### src/hdl/lbhp_pkg.sv
// Shared types and constants for the hanging-punctuation line breaker.
package lbhp_pkg;

    localparam int POS_BITS_DEF = 32;

    localparam int CFG_IDX_W  = 3;
    localparam int CFG_DATA_W = 32;
    localparam int ADV_W      = 32;
    localparam int CODE_W     = 16;
    localparam int PITCH_W    = 16;
    localparam int COUNT_W    = 32;

    // Register indexes on the configuration port
    localparam logic [CFG_IDX_W-1:0] CFG_FIRST_WIDTH = 3'd0;
    localparam logic [CFG_IDX_W-1:0] CFG_CONT_WIDTH  = 3'd1;
    localparam logic [CFG_IDX_W-1:0] CFG_TAB_PITCH   = 3'd2;
    localparam logic [CFG_IDX_W-1:0] CFG_MAX_CHARS   = 3'd3;
    localparam logic [CFG_IDX_W-1:0] CFG_ALLOW_KANA  = 3'd4;
    localparam logic [CFG_IDX_W-1:0] CFG_ALLOW_PUNCT = 3'd5;

    // Status codes
    localparam logic [1:0] STATUS_OK        = 2'd0;
    localparam logic [1:0] STATUS_BAD_ADV   = 2'd1;
    localparam logic [1:0] STATUS_POS_OVFL  = 2'd2;
    localparam logic [1:0] STATUS_TOO_MANY  = 2'd3;

    // Character codes and rows
    localparam logic [CODE_W-1:0] CODE_TAB        = 16'h0009;
    localparam logic [CODE_W-1:0] CODE_SPACE      = 16'h0020;
    localparam logic [CODE_W-1:0] CODE_IDEO_SPACE = 16'h2121;
    localparam logic [7:0]        ROW_PUNCT       = 8'h21;
    localparam logic [7:0]        ROW_HIRAGANA    = 8'h24;
    localparam logic [7:0]        ROW_KATAKANA    = 8'h25;
    localparam logic [CODE_W-1:0] CODE_BYTE_MAX   = 16'h00ff;

    typedef struct packed {
        logic is_tab;
        logic is_white;
        logic is_wide;
        logic may_hang;
    } char_class_t;

    typedef enum logic [2:0] {
        ST_IDLE,
        ST_CHECK,
        ST_DIV,
        ST_SUM,
        ST_CMP,
        ST_DECIDE,
        ST_DONE
    } state_t;

endpackage

### src/hdl/line_break_hanging_punctuation_top.sv
// Top level of the hanging-punctuation line breaker.
//
// Input words on s_*: one JIS character and its advance per word; s_tuser
// flags the first character of a new text, which clears the layout state.
// Result words on m_*: one per input word, carrying the hang flag, the
// character's index in its text and the status code (sticky errors).
// Configuration: cfg_wr_en/cfg_index/cfg_wdata write one register per
// cycle; write only while no character is in flight.
// Path to a result: a printing character passes CHECK, SUM, CMP, DECIDE and
// DONE before m_tvalid rises; a tab also waits in DIV on the
// bit-serial remainder unit that works out pen position modulo pitch.
// Error words come out sooner: DONE follows CHECK, or CMP for a position overflow.
// One character at a time; s_tready is high only in idle, so a new character
// is taken only after the previous one has gone to the result register.
// The result register decouples the sides: a new word is accepted while
// the previous result waits on m_tready, and the block holds its next
// result until that register drains.
// Reset (aresetn low, synchronous) restores the register defaults and
// clears pen, break point, counters and error state.
module line_break_hanging_punctuation_top #(
    parameter int POS_BITS = lbhp_pkg::POS_BITS_DEF
) (
    input  logic        aclk,
    input  logic        aresetn,
    input  logic        s_tvalid,
    output logic        s_tready,
    input  logic [47:0] s_tdata,   // char_code[15:0], char_advance[47:16]
    input  logic [0:0]  s_tuser,   // start_of_text[0]
    output logic        m_tvalid,
    input  logic        m_tready,
    output logic [39:0] m_tdata,   // relaxed[0], char_index[32:1], status[34:33], zero
    input  logic        cfg_wr_en,
    input  logic [lbhp_pkg::CFG_IDX_W-1:0]  cfg_index,
    input  logic [lbhp_pkg::CFG_DATA_W-1:0] cfg_wdata
);

    localparam int MAXW  = (POS_BITS > 32) ? POS_BITS : 32;
    localparam int SUM_W = MAXW + 1;
    localparam int PW    = lbhp_pkg::PITCH_W;
    localparam int CW    = lbhp_pkg::COUNT_W;

    // configuration
    logic [31:0]    first_width_reg;
    logic [31:0]    cont_width_reg;
    logic [PW-1:0]  pitch_reg;
    logic [CW-1:0]  max_chars_reg;
    logic           allow_kana_reg;
    logic           allow_punct_reg;

    // layout state
    lbhp_pkg::state_t state_reg, state_next;
    logic [POS_BITS-1:0] pen_reg, pen_next;
    logic [POS_BITS-1:0] break_reg, break_next;
    logic                cont_reg, cont_next;
    logic                word_reg, word_next;
    logic                permit_reg, permit_next;
    logic [CW-1:0]       count_reg, count_next;
    logic [1:0]          err_reg, err_next;

    // per-character working registers
    logic [lbhp_pkg::CODE_W-1:0] code_reg, code_next;
    logic [lbhp_pkg::ADV_W-1:0]  adv_in_reg, adv_in_next;
    logic [CW-1:0]               index_reg, index_next;
    logic [SUM_W-1:0]            adv_reg, adv_next;
    logic [SUM_W-1:0]            sum_reg, sum_next;
    logic                        over_reg, over_next;
    logic                        relaxed_reg, relaxed_next;

    // result register
    logic        m_tvalid_reg, m_tvalid_next;
    logic [39:0] m_tdata_reg, m_tdata_next;

    logic                  s_accept;
    logic                  out_free;
    logic                  start_text;
    logic [CW-1:0]         count_eff;
    logic [PW-1:0]         pitch_eff;
    logic                  div_start;
    logic                  div_done;
    logic [PW-1:0]         div_rem;
    logic                  bad_adv;
    logic                  ovfl;
    logic                  hang;
    logic                  wrap;
    logic [POS_BITS-1:0]   sum_pos;
    logic [POS_BITS-1:0]   new_pos;
    logic [31:0]           width_sel;
    lbhp_pkg::char_class_t cls;

    lbhp_class u_class (
        .code        (code_reg),
        .allow_kana  (allow_kana_reg),
        .allow_punct (allow_punct_reg),
        .cls         (cls)
    );

    lbhp_tab_mod #(
        .POS_BITS (POS_BITS)
    ) u_tab_mod (
        .aclk      (aclk),
        .aresetn   (aresetn),
        .start     (div_start),
        .dividend  (pen_reg),
        .divisor   (pitch_eff),
        .done      (div_done),
        .remainder (div_rem)
    );

    assign s_tready   = (state_reg == lbhp_pkg::ST_IDLE);
    assign s_accept   = s_tvalid && s_tready;
    assign out_free   = !m_tvalid_reg || m_tready;
    assign start_text = s_tuser[0];
    assign count_eff  = start_text ? '0 : count_reg;
    assign pitch_eff  = (pitch_reg == '0) ? PW'(1) : pitch_reg;
    assign bad_adv    = !cls.is_tab && ((adv_in_reg == '0) || adv_in_reg[lbhp_pkg::ADV_W-1]);
    assign ovfl       = |sum_reg[SUM_W-1:POS_BITS];
    assign sum_pos    = sum_reg[POS_BITS-1:0];
    assign width_sel  = cont_reg ? cont_width_reg : first_width_reg;
    assign hang       = over_reg && permit_reg && cls.may_hang;
    assign wrap       = !hang && over_reg && (break_reg != '0);
    assign new_pos    = wrap ? (sum_pos - break_reg) : sum_pos;

    // next state
    always_comb begin
        state_next = state_reg;
        case (state_reg)
            lbhp_pkg::ST_IDLE: begin
                if (s_accept) state_next = lbhp_pkg::ST_CHECK;
            end
            lbhp_pkg::ST_CHECK: begin
                if (err_reg != lbhp_pkg::STATUS_OK || index_reg >= max_chars_reg || bad_adv) begin
                    state_next = lbhp_pkg::ST_DONE;
                end else if (cls.is_tab) begin
                    state_next = lbhp_pkg::ST_DIV;
                end else begin
                    state_next = lbhp_pkg::ST_SUM;
                end
            end
            lbhp_pkg::ST_DIV: begin
                if (div_done) state_next = lbhp_pkg::ST_SUM;
            end
            lbhp_pkg::ST_SUM: begin
                state_next = lbhp_pkg::ST_CMP;
            end
            lbhp_pkg::ST_CMP: begin
                state_next = ovfl ? lbhp_pkg::ST_DONE : lbhp_pkg::ST_DECIDE;
            end
            lbhp_pkg::ST_DECIDE: begin
                state_next = lbhp_pkg::ST_DONE;
            end
            lbhp_pkg::ST_DONE: begin
                if (out_free) state_next = lbhp_pkg::ST_IDLE;
            end
            default: state_next = lbhp_pkg::ST_IDLE;
        endcase
    end

    // datapath
    always_comb begin
        pen_next      = pen_reg;
        break_next    = break_reg;
        cont_next     = cont_reg;
        word_next     = word_reg;
        permit_next   = permit_reg;
        count_next    = count_reg;
        err_next      = err_reg;
        code_next     = code_reg;
        adv_in_next   = adv_in_reg;
        index_next    = index_reg;
        adv_next      = adv_reg;
        sum_next      = sum_reg;
        over_next     = over_reg;
        relaxed_next  = relaxed_reg;
        m_tvalid_next = m_tvalid_reg && !m_tready;
        m_tdata_next  = m_tdata_reg;
        div_start     = 1'b0;
        case (state_reg)
            lbhp_pkg::ST_IDLE: begin
                if (s_accept) begin
                    code_next    = s_tdata[15:0];
                    adv_in_next  = s_tdata[47:16];
                    index_next   = count_eff;
                    count_next   = (count_eff == '1) ? count_eff : count_eff + 1'b1;
                    relaxed_next = 1'b0;
                    if (start_text) begin
                        pen_next    = '0;
                        break_next  = '0;
                        cont_next   = 1'b0;
                        word_next   = 1'b0;
                        permit_next = 1'b1;
                        err_next    = lbhp_pkg::STATUS_OK;
                    end
                end
            end
            lbhp_pkg::ST_CHECK: begin
                if (err_reg == lbhp_pkg::STATUS_OK) begin
                    if (index_reg >= max_chars_reg) begin
                        err_next = lbhp_pkg::STATUS_TOO_MANY;
                    end else if (bad_adv) begin
                        err_next = lbhp_pkg::STATUS_BAD_ADV;
                    end else if (cls.is_tab) begin
                        div_start = 1'b1;
                    end else begin
                        adv_next = {{(SUM_W-lbhp_pkg::ADV_W){1'b0}}, adv_in_reg};
                    end
                end
            end
            lbhp_pkg::ST_DIV: begin
                adv_next = {{(SUM_W-PW){1'b0}}, pitch_eff - div_rem};
            end
            lbhp_pkg::ST_SUM: begin
                sum_next = {{(SUM_W-POS_BITS){1'b0}}, pen_reg} + adv_reg;
            end
            lbhp_pkg::ST_CMP: begin
                if (ovfl) begin
                    err_next = lbhp_pkg::STATUS_POS_OVFL;
                end
                over_next = (sum_reg > {{(SUM_W-32){1'b0}}, width_sel}) && !cls.is_white;
            end
            lbhp_pkg::ST_DECIDE: begin
                if (hang) begin
                    permit_next  = 1'b0;
                    relaxed_next = 1'b1;
                end else if (wrap) begin
                    permit_next = 1'b1;
                    cont_next   = 1'b1;
                end
                if (cls.is_wide || cls.is_white) begin
                    word_next  = 1'b0;
                    break_next = new_pos;
                end else if (!word_reg) begin
                    // ASCII word starts: break before it
                    word_next  = 1'b1;
                    break_next = pen_reg;
                end
                pen_next = new_pos;
            end
            lbhp_pkg::ST_DONE: begin
                if (out_free) begin
                    m_tvalid_next = 1'b1;
                    m_tdata_next  = {5'd0, err_reg, index_reg, relaxed_reg};
                end
            end
            default: begin
            end
        endcase
    end

    always_ff @(posedge aclk) begin
        if (!aresetn) begin
            first_width_reg <= 32'd1;
            cont_width_reg  <= 32'd1;
            pitch_reg       <= PW'(1);
            max_chars_reg   <= '1;
            allow_kana_reg  <= 1'b0;
            allow_punct_reg <= 1'b0;
        end else if (cfg_wr_en) begin
            case (cfg_index)
                lbhp_pkg::CFG_FIRST_WIDTH: first_width_reg <= cfg_wdata;
                lbhp_pkg::CFG_CONT_WIDTH:  cont_width_reg  <= cfg_wdata;
                lbhp_pkg::CFG_TAB_PITCH:   pitch_reg       <= cfg_wdata[PW-1:0];
                lbhp_pkg::CFG_MAX_CHARS:   max_chars_reg   <= cfg_wdata;
                lbhp_pkg::CFG_ALLOW_KANA:  allow_kana_reg  <= cfg_wdata[0];
                lbhp_pkg::CFG_ALLOW_PUNCT: allow_punct_reg <= cfg_wdata[0];
                default: begin
                end
            endcase
        end
    end

    always_ff @(posedge aclk) begin
        if (!aresetn) begin
            state_reg    <= lbhp_pkg::ST_IDLE;
            pen_reg      <= '0;
            break_reg    <= '0;
            cont_reg     <= 1'b0;
            word_reg     <= 1'b0;
            permit_reg   <= 1'b1;
            count_reg    <= '0;
            err_reg      <= lbhp_pkg::STATUS_OK;
            m_tvalid_reg <= 1'b0;
        end else begin
            state_reg    <= state_next;
            pen_reg      <= pen_next;
            break_reg    <= break_next;
            cont_reg     <= cont_next;
            word_reg     <= word_next;
            permit_reg   <= permit_next;
            count_reg    <= count_next;
            err_reg      <= err_next;
            m_tvalid_reg <= m_tvalid_next;
        end
        code_reg    <= code_next;
        adv_in_reg  <= adv_in_next;
        index_reg   <= index_next;
        adv_reg     <= adv_next;
        sum_reg     <= sum_next;
        over_reg    <= over_next;
        relaxed_reg <= relaxed_next;
        m_tdata_reg <= m_tdata_next;
    end

    assign m_tvalid = m_tvalid_reg;
    assign m_tdata  = m_tdata_reg;

    a_busy_after_accept: assert property (@(posedge aclk) disable iff (!aresetn)
        s_accept |=> !s_tready)
        else $error("input accepted while a character was in flight");

    a_hang_clears_permit: assert property (@(posedge aclk) disable iff (!aresetn)
        (state_reg == lbhp_pkg::ST_DECIDE && hang) |=> !permit_reg && relaxed_reg)
        else $error("hang did not consume the relaxation permit");

    a_error_sticky: assert property (@(posedge aclk) disable iff (!aresetn)
        (state_reg == lbhp_pkg::ST_CHECK && err_reg != lbhp_pkg::STATUS_OK)
        |=> err_reg == $past(err_reg))
        else $error("sticky error changed without start of text");

    a_relaxed_ok: assert property (@(posedge aclk) disable iff (!aresetn)
        (m_tvalid && m_tdata[0]) |-> m_tdata[34:33] == lbhp_pkg::STATUS_OK)
        else $error("relaxed result carries an error status");

endmodule

### src/hdl/lbhp_tab_mod.sv
// Bit-serial remainder unit: pen position modulo the tab pitch.
module lbhp_tab_mod #(
    parameter int POS_BITS = lbhp_pkg::POS_BITS_DEF
) (
    input  logic                         aclk,
    input  logic                         aresetn,
    input  logic                         start,
    input  logic [POS_BITS-1:0]          dividend,
    input  logic [lbhp_pkg::PITCH_W-1:0] divisor,
    output logic                         done,
    output logic [lbhp_pkg::PITCH_W-1:0] remainder
);

    localparam int CNT_W = $clog2(POS_BITS + 1);
    localparam int PW    = lbhp_pkg::PITCH_W;

    logic [POS_BITS-1:0] shift_reg, shift_next;
    logic [PW-1:0]       rem_reg, rem_next;
    logic [CNT_W-1:0]    cnt_reg, cnt_next;
    logic                run_reg, run_next;
    logic                done_reg, done_next;
    logic [PW:0]         trial;

    // one dividend bit per cycle, MSB first
    assign trial = {rem_reg, shift_reg[POS_BITS-1]};

    always_comb begin
        shift_next = shift_reg;
        rem_next   = rem_reg;
        cnt_next   = cnt_reg;
        run_next   = run_reg;
        done_next  = 1'b0;
        if (start) begin
            shift_next = dividend;
            rem_next   = '0;
            cnt_next   = CNT_W'(POS_BITS);
            run_next   = 1'b1;
        end else if (run_reg) begin
            if (trial >= {1'b0, divisor}) begin
                rem_next = PW'(trial - {1'b0, divisor});
            end else begin
                rem_next = trial[PW-1:0];
            end
            shift_next = {shift_reg[POS_BITS-2:0], 1'b0};
            cnt_next   = cnt_reg - 1'b1;
            if (cnt_reg == CNT_W'(1)) begin
                run_next  = 1'b0;
                done_next = 1'b1;
            end
        end
    end

    always_ff @(posedge aclk) begin
        if (!aresetn) begin
            run_reg  <= 1'b0;
            done_reg <= 1'b0;
            cnt_reg  <= '0;
        end else begin
            run_reg  <= run_next;
            done_reg <= done_next;
            cnt_reg  <= cnt_next;
        end
        shift_reg <= shift_next;
        rem_reg   <= rem_next;
    end

    assign done      = done_reg;
    assign remainder = rem_reg;

endmodule

### src/hdl/lbhp_class.sv
// Character classifier: spaces, tab, wide codes and hangable marks.
module lbhp_class (
    input  logic [lbhp_pkg::CODE_W-1:0] code,
    input  logic                        allow_kana,
    input  logic                        allow_punct,
    output lbhp_pkg::char_class_t       cls
);

    logic [7:0] row;
    logic [7:0] low_byte;
    logic       kana_hit;
    logic       punct_hit;

    assign row      = code[15:8];
    assign low_byte = code[7:0];

    always_comb begin
        kana_hit  = 1'b0;
        punct_hit = 1'b0;
        if (row == lbhp_pkg::ROW_HIRAGANA || row == lbhp_pkg::ROW_KATAKANA) begin
            kana_hit = low_byte inside {8'h21, 8'h23, 8'h25, 8'h27, 8'h29,
                                        8'h43, 8'h63, 8'h65, 8'h67};
        end
        if (row == lbhp_pkg::ROW_PUNCT) begin
            punct_hit = low_byte inside {8'h22, 8'h23, 8'h4b, 8'h57, 8'h59};
        end
    end

    assign cls.is_tab   = (code == lbhp_pkg::CODE_TAB);
    assign cls.is_white = (code == lbhp_pkg::CODE_TAB) || (code == lbhp_pkg::CODE_SPACE)
                          || (code == lbhp_pkg::CODE_IDEO_SPACE);
    assign cls.is_wide  = (code > lbhp_pkg::CODE_BYTE_MAX);
    assign cls.may_hang = (allow_kana && kana_hit) || (allow_punct && punct_hit);

endmodule

### config.mk
export PLATFORM = sky130hd
export DESIGN_NAME = line_break_hanging_punctuation_top
export DESIGN_NICKNAME = d
export VERILOG_FILES = /design/src/hdl/lbhp_pkg.sv /design/src/hdl/line_break_hanging_punctuation_top.sv /design/src/hdl/lbhp_tab_mod.sv /design/src/hdl/lbhp_class.sv
export SDC_FILE = /design/constraint.sdc
export NUM_CORES = 1
export LEC_CHECK = 0
export BUFFER_PORTS_ARGS = -buffer_cell sky130_fd_sc_hd__buf_2
export CAP_MARGIN = 0
export CORE_MARGIN = 10
export CORE_UTILIZATION = 40
export DETAILED_ROUTE_END_ITERATION = 7
export PLACE_DENSITY = 0.67
export REMOVE_ABC_BUFFERS = 1
export SLEW_MARGIN = 20
export SYNTH_ARGS = -nofsm -noshare
export SYNTH_HDL_FRONTEND = slang
export SYNTH_SLANG_ARGS = --single-unit
### constraint.sdc
create_clock -name aclk -period 9.1 [get_ports aclk]
set_input_delay 1.82 -clock aclk [delete_from_list [all_inputs] [get_ports aclk]]
set_output_delay 1.82 -clock aclk [all_outputs]
set_load 0.02 [all_outputs]
==> flow_summary_export.csv <==
group,metric,value,unit
status,status,"finished clean",
detailed_routing,vias,19416,
timing,worstMarginPinSlew,1.06,ns
finish,instances_no_fill,3478,
critical_path,r2r_setup_slack,4.84,ns
placed_design,place_inst,3388,
power_and_ir_drop,p_leak,10.3,nW
global_route,grt_max_degree,90,
placed_design,dp_worst_setup_slack,3.81,ns
critical_path,critPathCaptureType,"flop",
synthesis,synth_area,24300,µm²
finish,fill_cells,5641,
die,die_h,267,µm
die,die_w,267,µm
synthesis,ys_dominant_reg_cell,"dfxtp_1",
detailed_routing,route.detailed.drc,0,
global_route,antenna_found_initial,1,
timing,hold_violations,0,
finish,final_common_cell,"nand2_1",
timing,fin_crit_sh,0.520,
job,drv_cap,0,
detailed_routing,viasPerCell,5.58,
synthesis,ys_types,83,
finish,nets,2912,
synthesis,synth-seq-cells,457,
placed_design,place_congestion,0.921,
critical_path,timing_worst_setup_path_type,"in -> reg",
critical_path,worstPathArrival,5.24,ns
die,coreArea,60200,µm²
timing,fin_crit,4.73,ns
global_route,grt_overflow,0,
timing,postLayoutSetupSlackWorst,4.37,ns
clock_tree,ctsLongestPathBuffers,3,
worst_hold_path,hold_path.class,"reg -> reg",
global_route,grt_pass1_vias,19255,
clock_tree,clock_latency,0.58,ns
global_route,globalRouteTotalUtil,0.184,
clock_tree,cts_buffers,49,
timing,drv_slew,0,
detailed_routing,final_antenna_net_count,0,
critical_path,start_kind,"primary input",
placed_design,portBuffers,125,
timing,clock.fmax,211,MHz
clock_tree,post_cts_buffers,0,
power_and_ir_drop,peakVddDrop,143,µV
synthesis,synthArstFlopShare,0,
die,die-area,71000,µm²
clock_tree,clock_sinks,457,
synthesis,seq_area_frac_synth,0.464,
critical_path,critPathMaxFanout,56,
timing,setup_viol,0,
detailed_routing,first_pass_iters,6,
power_and_ir_drop,power.total,6.09,mW
synthesis,postSynthCellCount,2585,
die,ios,131,
clock_tree,cts.clk_slew.worst_paths,0.06,ns
synthesis,synth-edff-count,214,
timing,rsz0062_at_grt,"false",
clock_tree,h-tree-depth,2,
finish,syn2layout_area_growth,12.0,%
detailed_routing,wl,66.6,mm
power_and_ir_drop,power.density,223,nW/µm²
finish,layout_common_cells,"nand2_1 (351), dfxtp_1 (242), edfxtp_1 (214), a21oi_1 (205), nor2_1 (198)",
clock_tree,cts-root-buf,"clkbuf_16",
finish,layout-drive-gt1-share,0.107,
timing,slew_headroom,0.295,
timing,finalSetupTns,0,ns
clock_tree,holdBufCountCts,0,
detailed_routing,drt_iter0_drc,1650,
finish,largest_reg_flops,35,
global_route,grt_pass1_wl,105,mm
die,rows,90,
synthesis,syn_area_per_cell,9.40,µm²
placed_design,dpl.hpwl,49.5,mm
detailed_routing,post_drt_wl_per_cell,19.2,µm
clock_tree,cts_tree,"built",
clock_tree,cts.repair.resized,0,
critical_path,required,9.61,ns
timing,skew,0.0129,ns
die,start_util,0.404,
finish,diodes,0,
synthesis,ys_warn_count,0,
==> worst paths after layout <==
check,endpoint,start,cells after the start
hold / removal,m_tdata[0],relaxed_reg,0
setup / recovery,count_reg[23],s_tvalid,10
setup reg to reg,u_tab_mod.shift_reg[28],index_reg[17],11
hold reg to reg,m_tdata[0],relaxed_reg,0
==> routing by layer <==
layer / wire length (µm) / GRT usage
met1: 28600 / 0.228
met2: 32400 / 0.319
met3: 3220 / 0.0280
met4: 2460 / 0.0702
met5: 11 / 0
==> cell families (layout without fill, tap and decap cells) <==
logic type | count (synthesis) | in the layout | share of synthesized area
mux | 91 | 91 | 0.0399
buf+inv | 264 | 371 | 0.0423
simple gates | 925 | 925 | 0.179
xor+xnor | 91 | 91 | 0.0328
other cells | 1 | 5 | 0.000154
fa+ha+maj | 165 | 165 | 0.0862
compound gates | 591 | 591 | 0.155
flops | 457 | 457 | 0.464
==> report_power, final <==
| part | internal [mW] | switching (mW) |
|---|---|---|
| Sequential | 2.49 | 0.188 |
| Clock | 1.18 | 0.819 |
| Combinational | 0.494 | 0.918 |
==> through the flow <==
step	cell area [µm²]	utilization	hold WS, ns
after floorplan	23800	-	0.400
after global placement	25600	0.425	0.430
after detailed placement	25600	0.425	0.433
after CTS	27200	0.452	0.444
after global routing	27200	0.452	0.451
final	27200	0.452	0.453
==> worst max-delay path: stages <==
cell      delay [ns]
buf_2           0.12
nand3_1         0.18
clkinv_2        0.42
buf_4           0.71
o21a_1          0.53
nand4_1         0.27
or2_2           0.41
nor4b_1         0.29
mux2_2          0.37
nor2_1          0.07
==> area by class of cell <==
class | instances | area [µm²] | share of cell area
well taps | 782 | 978 | 0.0359
inverters | 135 | 510 | 0.0187
clock buffers | 66 | 1370 | 0.0505
flip-flops and latches | 457 | 11300 | 0.415
clock inverters | 23 | 229 | 0.00841
repair buffers | 147 | 803 | 0.0295
multi-input cells | 1868 | 12000 | 0.442
==> cells in the mapped netlist, types with 6 or more instances <==
| cell | n | area share |
|---|---|---|
| nand2_1 | 352 | 0.054 |
| dfxtp_1 | 243 | 0.20 |
| edfxtp_1 | 214 | 0.26 |
| a21oi_1 | 206 | 0.042 |
| nor2_1 | 202 | 0.031 |
| ha_1 | 161 | 0.083 |
| inv_1 | 133 | 0.021 |
| clkbuf_1 | 108 | 0.017 |
| o21ai_0 | 100 | 0.021 |
| xnor2_1 | 60 | 0.022 |
| mux2i_1 | 56 | 0.023 |
| nor2b_1 | 56 | 0.014 |
| nor3_1 | 56 | 0.012 |
| nand3_1 | 55 | 0.011 |
| a21o_1 | 47 | 0.015 |
| o211ai_1 | 45 | 0.014 |
| nand4_1 | 36 | 0.0093 |
| a211oi_1 | 35 | 0.011 |
| and2_1 | 34 | 0.0087 |
| mux2_2 | 34 | 0.016 |
| xor2_1 | 31 | 0.011 |
| nor4_1 | 26 | 0.0067 |
| o21a_1 | 24 | 0.0074 |
| nand2b_1 | 18 | 0.0046 |
| a22oi_1 | 17 | 0.0052 |
| a31oi_1 | 17 | 0.0044 |
| and3_1 | 17 | 0.0044 |
| or3_1 | 16 | 0.0041 |
| o31ai_1 | 13 | 0.0040 |
| or2_2 | 12 | 0.0031 |
| and4_1 | 9 | 0.0032 |
| buf_2 | 9 | 0.0019 |
| o21bai_1 | 9 | 0.0028 |
| a221oi_1 | 7 | 0.0025 |
| buf_4 | 7 | 0.0022 |
| nand3b_1 | 7 | 0.0022 |
| nand4b_1 | 7 | 0.0025 |
| a2111oi_0 | 6 | 0.0022 |
| o2bb2ai_1 | 6 | 0.0022 |
(Power assumes the default switching activity.)
